`src/rtl/core/lscp_pkg.sv`:
```
// Package for the line sensor centroid and PID block.
// Holds field widths, register indexes, reset values and the sequencer state type.
// No dependencies.
`default_nettype none

package lscp_pkg;

  // Number of photo sensors on the bar.
  localparam int SENSOR_COUNT_DEF = 15;

  // Field and register widths.
  localparam int WSTEP_W  = 4;
  localparam int GAIN_W   = 16;
  localparam int LIMIT_W  = 23;
  localparam int POS_W    = 16;
  localparam int SEEN_W   = 4;
  localparam int DRIVE_W  = 32;
  localparam int INTEG_W  = 24;
  localparam int FRAC_W   = 8;
  localparam int CFG_IDX_W  = 3;
  localparam int CFG_DATA_W = 23;

  // Configuration register indexes.
  localparam logic [CFG_IDX_W-1:0] REG_WEIGHT_STEP = 3'd0;
  localparam logic [CFG_IDX_W-1:0] REG_PROP_GAIN   = 3'd1;
  localparam logic [CFG_IDX_W-1:0] REG_INTEG_GAIN  = 3'd2;
  localparam logic [CFG_IDX_W-1:0] REG_DERIV_GAIN  = 3'd3;
  localparam logic [CFG_IDX_W-1:0] REG_INTEG_LIMIT = 3'd4;

  // Reset values of the configuration registers.
  localparam logic [WSTEP_W-1:0] WSTEP_RST = 4'd2;
  localparam logic [GAIN_W-1:0]  KP_RST    = 16'd7680;
  localparam logic [GAIN_W-1:0]  KI_RST    = 16'd0;
  localparam logic [GAIN_W-1:0]  KD_RST    = 16'd2560;
  localparam logic [LIMIT_W-1:0] LIMIT_RST = 23'd384000;

  // Saturation bounds.
  localparam logic signed [POS_W-1:0]   POS_MAX   = 16'sh7fff;
  localparam logic signed [POS_W-1:0]   POS_MIN   = 16'sh8000;
  localparam logic signed [DRIVE_W-1:0] DRIVE_MAX = 32'sh7fff_ffff;
  localparam logic signed [DRIVE_W-1:0] DRIVE_MIN = 32'sh8000_0000;
  localparam logic signed [INTEG_W:0]   INTEG_MAX = 25'sh07f_ffff;
  localparam logic signed [INTEG_W:0]   INTEG_MIN = 25'sh180_0000;

  // Sequencer states.
  typedef enum logic [3:0] {
    ST_IDLE,
    ST_SCAN,
    ST_SCALE,
    ST_PREP,
    ST_DIVIDE,
    ST_POSN,
    ST_INTEG,
    ST_MUL_P,
    ST_MUL_I,
    ST_MUL_D,
    ST_ACCUM,
    ST_FINISH
  } state_e;

endpackage

`default_nettype wire

```
`src/rtl/core/line_sensor_centroid_pid.sv`:
```
// Top level of the line sensor centroid and PID block.
// Depends on lscp_pkg for widths, register indexes, reset values and state type.
`default_nettype none

// The block takes one sensor mask per transaction and returns one result transaction
// with the line position (signed Q.8 mean weight of the active sensors), the number of
// active sensors, a line-lost flag and the saturated PID drive. The next mask is taken
// only once the result of the last one has been loaded into the output register.
// A sequencer walks the mask one sensor per cycle, a restoring divider produces one
// quotient bit per cycle (20 bits at 15 sensors, skipped when the line is lost), and a
// single shared 25x17 multiplier serves the weight scaling and the three PID terms in
// turn. While a mask is in work in_stall_o is high; a finished result waits in the
// output register so the next mask may be taken meanwhile. Configuration is written
// through cfg_we_i, cfg_idx_i and cfg_data_i; the user must write it only while the
// block is idle, which the block itself does not enforce.
module line_sensor_centroid_pid
  import lscp_pkg::*;
#(
  parameter int SENSOR_COUNT = SENSOR_COUNT_DEF
) (
  input  wire logic                      clk_i,
  input  wire logic                      rst_ni,
  // Configuration write port.
  input  wire logic                      cfg_we_i,
  input  wire logic [CFG_IDX_W-1:0]      cfg_idx_i,
  input  wire logic [CFG_DATA_W-1:0]     cfg_data_i,
  // Input channel.
  input  wire logic                      in_valid_i,
  output logic                           in_stall_o,
  input  wire logic [SENSOR_COUNT-1:0]   sensor_mask_i,
  // Output channel.
  output logic                           out_valid_o,
  input  wire logic                      out_stall_i,
  output logic signed [POS_W-1:0]        position_o,
  output logic [SEEN_W-1:0]              sensors_seen_o,
  output logic                           line_lost_o,
  output logic signed [DRIVE_W-1:0]      drive_o
);

  // Derived widths.
  localparam int CENTER  = (SENSOR_COUNT - 1) / 2;
  localparam int IDX_W   = $clog2(SENSOR_COUNT);
  localparam int CNT_W   = $clog2(SENSOR_COUNT + 1);
  localparam int ISUM_W  = $clog2(SENSOR_COUNT * SENSOR_COUNT) + 1;
  localparam int MAG_W   = ISUM_W - 1 + WSTEP_W;
  localparam int DVD_W   = MAG_W + FRAC_W;
  localparam int STEP_W  = $clog2(DVD_W);
  localparam int MUL_A_W = INTEG_W + 1;
  localparam int MUL_B_W = GAIN_W + 1;
  localparam int PROD_W  = MUL_A_W + MUL_B_W;
  localparam int DER_W   = POS_W + 1;

  state_e state_q, state_d;

  // Configuration registers.
  logic [WSTEP_W-1:0] wstep_q;
  logic [GAIN_W-1:0]  kp_q, ki_q, kd_q;
  logic [LIMIT_W-1:0] limit_q;

  // Persistent loop state.
  logic signed [POS_W-1:0]   last_pos_q;
  logic signed [POS_W-1:0]   prev_err_q;
  logic signed [INTEG_W-1:0] integ_q;

  // Per-transaction working registers.
  logic [SENSOR_COUNT-1:0]   mask_q;
  logic [IDX_W-1:0]          idx_q;
  logic signed [ISUM_W-1:0]  isum_q;
  logic [CNT_W-1:0]          cnt_q;
  logic                      neg_q;
  logic [DVD_W-1:0]          quo_q;
  logic [CNT_W-1:0]          rem_q;
  logic [STEP_W-1:0]         step_q;
  logic signed [POS_W-1:0]   pos_q;
  logic signed [DER_W-1:0]   deriv_q;
  logic signed [PROD_W-1:0]  prod_q;
  logic signed [PROD_W-1:0]  acc_q;

  // Output registers.
  logic                      out_valid_q;
  logic signed [POS_W-1:0]   out_pos_q;
  logic [SEEN_W-1:0]         out_seen_q;
  logic                      out_lost_q;
  logic signed [DRIVE_W-1:0] out_drive_q;

  // Shared multiplier.
  logic signed [MUL_A_W-1:0] mul_a;
  logic signed [MUL_B_W-1:0] mul_b;
  logic signed [PROD_W-1:0]  mul_p;

  logic in_take, out_free, lost;
  assign in_take  = in_valid_i && !in_stall_o;
  assign out_free = !out_valid_q || !out_stall_i;
  assign lost     = (cnt_q == '0);

  // Magnitude of the index sum.
  logic [ISUM_W-1:0] isum_mag;
  assign isum_mag = isum_q[ISUM_W-1] ? (~isum_q + 1'b1) : isum_q;

  // One restoring division step: shift in the next dividend bit and try the count.
  logic [CNT_W:0]   div_trial;
  logic             div_ge;
  logic [CNT_W-1:0] div_rem;
  assign div_trial = {rem_q, quo_q[DVD_W-1]};
  assign div_ge    = (div_trial >= {1'b0, cnt_q});
  assign div_rem   = div_ge ? CNT_W'(div_trial - {1'b0, cnt_q}) : div_trial[CNT_W-1:0];

  // Signed, saturated position from the quotient, or the last position when the line is lost.
  logic signed [POS_W-1:0] pos_new;
  always_comb begin
    if (lost) begin
      pos_new = last_pos_q;
    end else if (!neg_q) begin
      pos_new = (quo_q > DVD_W'(POS_MAX)) ? POS_MAX : quo_q[POS_W-1:0];
    end else begin
      pos_new = (quo_q > DVD_W'(POS_MAX) + 1'b1) ? POS_MIN : POS_W'(DVD_W'(0) - quo_q);
    end
  end

  // Integral update with the optional limit and the 24-bit range.
  logic signed [MUL_A_W-1:0] integ_sum, integ_lim, integ_new;
  logic signed [INTEG_W-1:0] integ_sat;
  always_comb begin
    integ_sum = MUL_A_W'(integ_q) + MUL_A_W'(pos_q);
    integ_lim = signed'(MUL_A_W'(limit_q));
    integ_new = integ_sum;
    if (limit_q != '0) begin
      if (integ_sum > integ_lim) begin
        integ_new = integ_lim;
      end else if (integ_sum < -integ_lim) begin
        integ_new = -integ_lim;
      end
    end
    if (integ_new > INTEG_MAX) begin
      integ_sat = INTEG_MAX[INTEG_W-1:0];
    end else if (integ_new < INTEG_MIN) begin
      integ_sat = INTEG_MIN[INTEG_W-1:0];
    end else begin
      integ_sat = integ_new[INTEG_W-1:0];
    end
  end

  // Drive: floor shift of the accumulated terms, then saturation to 32 bits.
  logic signed [PROD_W-1:0]  acc_sh;
  logic signed [DRIVE_W-1:0] drive_new;
  logic                      drive_ovf;
  assign acc_sh    = acc_q >>> FRAC_W;
  assign drive_ovf = (acc_sh[PROD_W-1:DRIVE_W-1] != '0) && (acc_sh[PROD_W-1:DRIVE_W-1] != '1);
  assign drive_new = drive_ovf ? (acc_sh[PROD_W-1] ? DRIVE_MIN : DRIVE_MAX)
                               : acc_sh[DRIVE_W-1:0];

  // Next-state logic of the sequencer.
  always_comb begin
    state_d = state_q;
    unique case (state_q)
      ST_IDLE:   if (in_take) state_d = ST_SCAN;
      ST_SCAN:   if (idx_q == IDX_W'(SENSOR_COUNT - 1)) state_d = ST_SCALE;
      ST_SCALE:  state_d = lost ? ST_POSN : ST_PREP;
      ST_PREP:   state_d = ST_DIVIDE;
      ST_DIVIDE: if (step_q == STEP_W'(DVD_W - 1)) state_d = ST_POSN;
      ST_POSN:   state_d = ST_INTEG;
      ST_INTEG:  state_d = ST_MUL_P;
      ST_MUL_P:  state_d = ST_MUL_I;
      ST_MUL_I:  state_d = ST_MUL_D;
      ST_MUL_D:  state_d = ST_ACCUM;
      ST_ACCUM:  state_d = ST_FINISH;
      ST_FINISH: if (out_free) state_d = ST_IDLE;
      default:   state_d = ST_IDLE;
    endcase
  end

  // Sequencer outputs: handshake and operand selection for the shared multiplier.
  always_comb begin
    in_stall_o = 1'b1;
    mul_a      = '0;
    mul_b      = '0;
    unique case (state_q)
      ST_IDLE: begin
        in_stall_o = 1'b0;
      end
      ST_SCALE: begin
        mul_a = signed'(MUL_A_W'(isum_mag));
        mul_b = signed'(MUL_B_W'(wstep_q));
      end
      ST_MUL_P: begin
        mul_a = MUL_A_W'(pos_q);
        mul_b = signed'({1'b0, kp_q});
      end
      ST_MUL_I: begin
        mul_a = MUL_A_W'(integ_q);
        mul_b = signed'({1'b0, ki_q});
      end
      ST_MUL_D: begin
        mul_a = MUL_A_W'(deriv_q);
        mul_b = signed'({1'b0, kd_q});
      end
      default: begin
        in_stall_o = 1'b1;
      end
    endcase
  end

  assign mul_p = mul_a * mul_b;

  // State register, configuration and loop state.
  always_ff @(posedge clk_i or negedge rst_ni) begin
    if (!rst_ni) begin
      state_q    <= ST_IDLE;
      wstep_q    <= WSTEP_RST;
      kp_q       <= KP_RST;
      ki_q       <= KI_RST;
      kd_q       <= KD_RST;
      limit_q    <= LIMIT_RST;
      last_pos_q <= '0;
      prev_err_q <= '0;
      integ_q    <= '0;
      out_valid_q <= 1'b0;
    end else begin
      state_q <= state_d;
      if (cfg_we_i) begin
        unique case (cfg_idx_i)
          REG_WEIGHT_STEP: wstep_q <= cfg_data_i[WSTEP_W-1:0];
          REG_PROP_GAIN:   kp_q    <= cfg_data_i[GAIN_W-1:0];
          REG_INTEG_GAIN:  ki_q    <= cfg_data_i[GAIN_W-1:0];
          REG_DERIV_GAIN:  kd_q    <= cfg_data_i[GAIN_W-1:0];
          REG_INTEG_LIMIT: limit_q <= cfg_data_i[LIMIT_W-1:0];
          default: ;
        endcase
      end
      if (state_q == ST_POSN && !lost) begin
        last_pos_q <= pos_new;
      end
      if (state_q == ST_INTEG) begin
        integ_q    <= integ_sat;
        prev_err_q <= pos_q;
      end
      // The output register frees when taken and loads when a result finishes.
      if (state_q == ST_FINISH && out_free) begin
        out_valid_q <= 1'b1;
      end else if (!out_stall_i) begin
        out_valid_q <= 1'b0;
      end
    end
  end

  // Datapath registers, stepped by the sequencer.
  always_ff @(posedge clk_i) begin
    case (state_q)
      ST_IDLE: begin
        mask_q <= sensor_mask_i;
        idx_q  <= '0;
        isum_q <= '0;
        cnt_q  <= '0;
      end
      ST_SCAN: begin
        if (mask_q[idx_q]) begin
          isum_q <= isum_q + signed'(ISUM_W'(idx_q)) - signed'(ISUM_W'(CENTER));
          cnt_q  <= cnt_q + 1'b1;
        end
        idx_q <= idx_q + 1'b1;
      end
      ST_SCALE: begin
        prod_q <= mul_p;
        neg_q  <= isum_q[ISUM_W-1];
      end
      ST_PREP: begin
        quo_q  <= {prod_q[MAG_W-1:0], FRAC_W'(0)};
        rem_q  <= '0;
        step_q <= '0;
      end
      ST_DIVIDE: begin
        quo_q  <= {quo_q[DVD_W-2:0], div_ge};
        rem_q  <= div_rem;
        step_q <= step_q + 1'b1;
      end
      ST_POSN: begin
        pos_q <= pos_new;
      end
      ST_INTEG: begin
        deriv_q <= DER_W'(pos_q) - DER_W'(prev_err_q);
      end
      ST_MUL_P: begin
        prod_q <= mul_p;
      end
      ST_MUL_I: begin
        prod_q <= mul_p;
        acc_q  <= prod_q;
      end
      ST_MUL_D: begin
        prod_q <= mul_p;
        acc_q  <= acc_q + prod_q;
      end
      ST_ACCUM: begin
        acc_q <= acc_q + prod_q;
      end
      ST_FINISH: begin
        if (out_free) begin
          out_pos_q   <= pos_q;
          out_seen_q  <= (cnt_q > CNT_W'(15)) ? SEEN_W'(15) : SEEN_W'(cnt_q);
          out_lost_q  <= lost;
          out_drive_q <= drive_new;
        end
      end
      default: ;
    endcase
  end

  assign out_valid_o    = out_valid_q;
  assign position_o     = out_pos_q;
  assign sensors_seen_o = out_seen_q;
  assign line_lost_o    = out_lost_q;
  assign drive_o        = out_drive_q;

endmodule

`default_nettype wire
```
`config.mk`:
```
export PLATFORM = sky130hd
export DESIGN_NAME = line_sensor_centroid_pid
export DESIGN_NICKNAME = d
export VERILOG_FILES = /design/src/rtl/core/lscp_pkg.sv /design/src/rtl/core/line_sensor_centroid_pid.sv
export SDC_FILE = /design/constraint.sdc
export NUM_CORES = 2
export LEC_CHECK = 0
export BUFFER_PORTS_ARGS = -buffer_cell sky130_fd_sc_hd__buf_2
export CAP_MARGIN = 20
export CELL_PAD_IN_SITES_DETAIL_PLACEMENT = 0
export CELL_PAD_IN_SITES_GLOBAL_PLACEMENT = 2
export CORE_MARGIN = 2
export CORE_UTILIZATION = 38
export DETAILED_ROUTE_END_ITERATION = 7
export PLACE_DENSITY_LB_ADDON = 0.12
export SLEW_MARGIN = 15
export SYNTH_ARGS = -nofsm -noshare
export SYNTH_HDL_FRONTEND = slang
export SYNTH_SLANG_ARGS = --single-unit
```
`constraint.sdc`:
```
create_clock -name clk_i -period 7.7 [get_ports clk_i]
set_input_delay 1.155 -clock clk_i [delete_from_list [all_inputs] [get_ports clk_i]]
set_output_delay 1.155 -clock clk_i [all_outputs]
set_load 0.02 [all_outputs]
```
**Word level (Yosys, flattened, before mapping)**

Cells that the tools add are included.

- Add/sub/neg operators: 12
- Multipliers: 1
- $lt $le $gt $ge: 9
- Equal/unequal tests: 24
- Muxes and demuxes: 35
- Bitwise logic cells: 1
- Reductions and logical operators: 26

Operator list:

| operator | number |
|---|---|
| $pmux W25 S4 | 1 |
| $pmux W42 S2 | 1 |
| $mux W25 | 3 |
| $mux W16 | 4 |
| $mux W32 | 2 |
| $pmux W16 S4 | 1 |
| $mux W24 | 2 |
| $pmux W4 S12 | 1 |
| $add A42 B42 Y42 | 1 |
| $mul A25 B17 Y42 | 1 |
| $pmux W20 S2 | 1 |
| $add A24 B16 Y25 | 1 |
| $gt A25 B24 Y1 | 1 |
| $gt A25 B24 Y1 const B | 1 |
| $lt A25 B24 Y1 const B | 1 |
| $lt A25 B25 Y1 | 1 |
| $neg A23 Y25 | 1 |
| $mux W4 | 6 |
| $pmux W4 S2 | 3 |
| $reduce_bool A23 Y1 | 1 |
| $eq A4 B4 Y1 const B | 5 |
| $gt A20 B15 Y1 const B | 1 |
| $gt A20 B16 Y1 const B | 1 |
| $mux W9 | 2 |
| other kinds (38) | 65 |

- Register bits: 368
- Input port bits: 46
- Output and inout port bits: 55
- Word-level logic and storage cells: 134

**Depth between registers and ports, before layout**

- Word-level depth: 8
- Gate-level depth with buffers: 33

**Worst setup path after synthesis**

No wires, ideal clock.

- Kind: reg2reg
- From: register state_q[2]
- To: register prod_q[41] (data pin)
- Library setup time: 260 ps
- Data arrival time: 8145 ps
- Path slack: -705 ps
- Cell stages (with the launch flop): 33
- Path buffers: 4
- Clock period less this slack: 8405 ps
- Cell sequence: dfrtp_1 -> clkbuf_1 -> nand2b_1 -> nor2_1 -> clkbuf_1 -> buf_1 -> nand2_1 -> nand2_1 -> clkbuf_1 -> nand2_1 -> fa_1 -> inv_1 -> fa_1 -> inv_1 -> fa_1 -> inv_1 -> fa_1 -> fa_1 -> inv_1 -> fa_1 -> inv_1 -> ha_1 -> a21o_1 -> a21o_1 -> a21o_1 -> a2111oi_0 -> o32ai_1 -> o31ai_1 -> a21oi_1 -> a221o_1 -> a221oi_1 -> o21bai_1 -> xnor2_1

- Cells in the longest elaborated chain, start to end: 3

Ends and longest elaborated chain:

| element | line | source |
|---|---|---|
| start: declaration | line_sensor_centroid_pid.sv:53 | `state_e state_q, state_d;` |
| start signal: assignment | line_sensor_centroid_pid.sv:219 | `state_q <= state_d;` |
| $eq A4 B4 Y1 (tied with other cells) | line_sensor_centroid_pid.sv:177 | `unique case (state_q)` |
| $pmux W25 S4 or $pmux W16 S4 (tied branches) | line_sensor_centroid_pid.sv:177 |  |
| $mul A25 B17 Y42 (*) | line_sensor_centroid_pid.sv:203 | `assign mul_p = mul_a * mul_b;` |
| named net mul_p[41] | line_sensor_centroid_pid.sv:89 | `logic signed [PROD_W-1:0] mul_p;` |
| end signal: assignment | line_sensor_centroid_pid.sv:263 | `prod_q <= mul_p;` |
| end signal: assignment | line_sensor_centroid_pid.sv:283 | `prod_q <= mul_p;` |
| end signal: assignment | line_sensor_centroid_pid.sv:286 | `prod_q <= mul_p;` |
| end: declaration | line_sensor_centroid_pid.sv:76 | `logic signed [PROD_W-1:0] prod_q;` |

Mark *: on every way through the listed nets, which the timed path passes. The rest lies on a longest branch.
A chain may end at the register's enable or synchronous reset.

**Worst setup path after layout**

Ends and elaborated chain as after synthesis.

==> results.md <==
* Netlist Area Pre-Place at around 35000 sq um
* Crit path arrival time at ~8.1 ns
* Main area contributors after synthesis: fa_1 (22%), edfxtp_1 (20%), ha_1 (9.0%), dfrtp_1 (8.6%), inv_1 (6.7%)
* CP max FO at 6
* RSZ-0062 raised after global routing: yes
* Worst Skew at 0.0287 ns
* Power Dens Cells at 347 nW/um^2
* Most frequent cells after synthesis: inv_1 (631), nand2_1 (561), fa_1 (386)
* GRT Residual Overflow at 0
* Yosys top cell by area: fa_1
* Buf/Inv on CP at 8
* Synth warn at 0
* Post-Syn Instances at 3779
* Final ANT Viol Nets at 0
* IO Port Bufs at 100
* CP Data Required Time at approximately 8.1 ns
* Rows at between 100 and 150
* Worst Hold Class: register to register
* Number of enable flip-flop cells after synthesis at between 200 and 250
* Final hold slack at ~0.47 ns
* Tcrit/Tclk final at 100%
* CTS buffer count at 47
* P&R area growth vs syn at 19.4%
* Die ar. at 95600 sq um
* Synth cell types at 90
* Pins over their slew limit at 0
* Clock buffer depth at 3
* Crit path max-delay family: adder cells
* Outcome: finished with violations
* Crit start category: register
* Failing checks: setup timing
* Root buffer cell: clkbuf_16
* Final wirelength at 108000 um
* Nets@finish at 4850
* Slew of the pin with the lowest slew margin at a little under 1 ns
* Post-synth ARST share at a little under two fifths
* Die width at about 310 um
* Initial Utilization at between 30% and 40%
* Critical path class: register to register
* WL per Instance at 19.8 um
* DR DRC count at 0
* Clock tree sinks at around 370
* Reg clk slew, reported paths at around 0.060 ns
* Skew-Pair Late Insertion Delay at 0.64 ns
* CTS tree: built
* Top cell by count, worst path: fa_1
* Antenna violations before repair at 1
* I/O Pins at a little over 100
* Fill cells at around 9000
* Peak supply drop at approximately 0.28 mV
* Fraction of layout cells with a size suffix above 1 at about 18%
* GPL Wtd Cong at slightly below 0.9
* Most common cell in the netlist: inv_1
* Max cap viols at 0
* Chip Height at around 310 um
* Number of global-route vias before repair at about 29000
* #FFs+latches synth at around 370
* Top_reg_cell synth: edfxtp_1
* Vias at approximately 27000
* Slew Limit Headroom at 33.6%
* Final-report hold violation count at 0
* Setup_tns at -0.0117 ns
* Avg Cell Area, Syn at between 9 and 10 sq um
* Largest net degree at the start of global routing at 74
* Syn nets at 4467
* Pleak at between 0.015 and 0.02 uW
* Highest-delay cell along the critical path: fa_1
* Seq/Total Area, Yosys at slightly below 30%
* CP endpoint kind: register
* Min cycle time layout at ~7.7 ns
* DR pass1 iterations at 7
* First-pass GRT wire length at ~170000 um
* Core Region at around 92000 sq um
* Setup-failing EPs final at 1
* DR iter-0 viols at between 1500 and 2000
* Gr usage total at a little under a quarter
* Max H-tree Level at 2
* Final WS setup at -0.0117 ns
* Achievable frequency at around 130 MHz
* Via-to-Cell Ratio at 5.03
* Max incr delay on CP at approximately 0.57 ns
* Post-synth top area share at 21.8%
* Hpwl dp at about 87000 um
==> final timing paths <==
kind,from,end,slack [ns],depth (start not counted)
max,state_q[2],prod_q[41],-0.01,31
min,cnt_q[3],sensors_seen_o[3],0.47,0
max reg2reg,state_q[2],prod_q[41],-0.01,31
min reg2reg,cnt_q[3],sensors_seen_o[3],0.47,0
max in group asynchronous,rst_ni,ki_q[6],5.81,2
min in group asynchronous,rst_ni,limit_q[22],0.51,1
==> metrics by stage <==
| step | setup slack, ns | area, sq um | std cells | total power, uW | util, % |
|---|---|---|---|---|---|
| floorplan | 0.00162 | 35500 | 3779 | 8830 | - |
| global placement | -0.297 | 39500 | 5304 | 12000 | 42.9 |
| detailed placement | -0.515 | 39500 | 5305 | 12000 | 42.9 |
| CTS | -0.00255 | 41800 | 5421 | 14600 | 45.5 |
| global route | -0.289 | 42300 | 5442 | 15900 | 46.0 |
| finish | -0.0117 | 42300 | 5443 | 14700 | 46.0 |
==> per-layer routing <==
metal | wire length [um] | part of all wire [%] | vias up | GRT usage (%)
met5 | 0 | 0 | - | 0
met4 | 1950 | 1.8 | 0 | 4.55
met3 | 4420 | 4.1 | 93 | 2.98
met2 | 49400 | 46 | 501 | 37.9
met1 | 52000 | 48 | 13600 | 33.6
li1 | - | - | 13200 | -
==> cells by family after synthesis <==
family / share of synthesized area, %
flip-flops: 29.3
AO/OA/AOI/OAI: 12.2
AND/OR/NAND/NOR: 13.8
XOR/XNOR: 3.54
adder cells (fa/ha/maj): 30.9
buffers and inverters: 8.06
multiplexers: 2.24
==> timing repair <==
item                                    in CTS  in global routing
gates resized for setup                     99                 79
pin swaps                                   44                 54
hold buffers                                 0                  0
buffers inserted                            27                 22
gates cloned                                 4                  0
endpoints found under the setup margin       9                 11
==> worst reg2reg max path, delay by kind of cell, from the launching register on <==
| kind | cells | cell delay [ns] |
|---|---|---|
| simple gates | 4 | 0.55 |
| buf+inv | 8 | 0.90 |
| compound gates | 11 | 2.23 |
| flops | 1 | 0.38 |
| fa+ha+maj | 7 | 3.25 |
| xor+xnor | 1 | 0.14 |
==> cells in the final DEF, fill, tap and decap left out, types with 36 or more instances in the layout <==
cell type / n
a21o_1: 57
a21oi_1: 157
buf_2: 99
buf_4: 308
clkbuf_16: 49
dfrtp_1: 121
edfxtp_1: 232
fa_1: 375
ha_1: 251
inv_1: 622
mux2_2: 59
nand2_1: 526
nor2_1: 302
o21ai_0: 188
xnor2_1: 107
xor2_1: 36
==> state kept, by name, summed over array words and instances (netlist names), 17 cells and up <==
name and flops:
deriv_q 17, integ_q 24, limit_q 23, drive_o 32
acc_q 42, quo_q 20, prod_q 42
==> area by class of cell <==
type,instances,area (sq um),share of cell area (%)
Antenna cell,1,2.50,0.00592
Timing Repair Buffer,454,3550,8.40
Clock inverter,29,382,0.903
Inverter,634,2380,5.63
Tap cell,1243,1560,3.68
Sequential cell,368,10400,24.6
Multi-Input combinational cell,2657,22800,53.8
Clock buffer,57,1250,2.97
==> power by group <==
group	internal (uW)	total [uW]	switching (uW)
combinational	3470	8740	5270
clock	1430	2370	939
sequential	2980	3540	563
No activity file was read; power rests on OpenSTA's default activity.
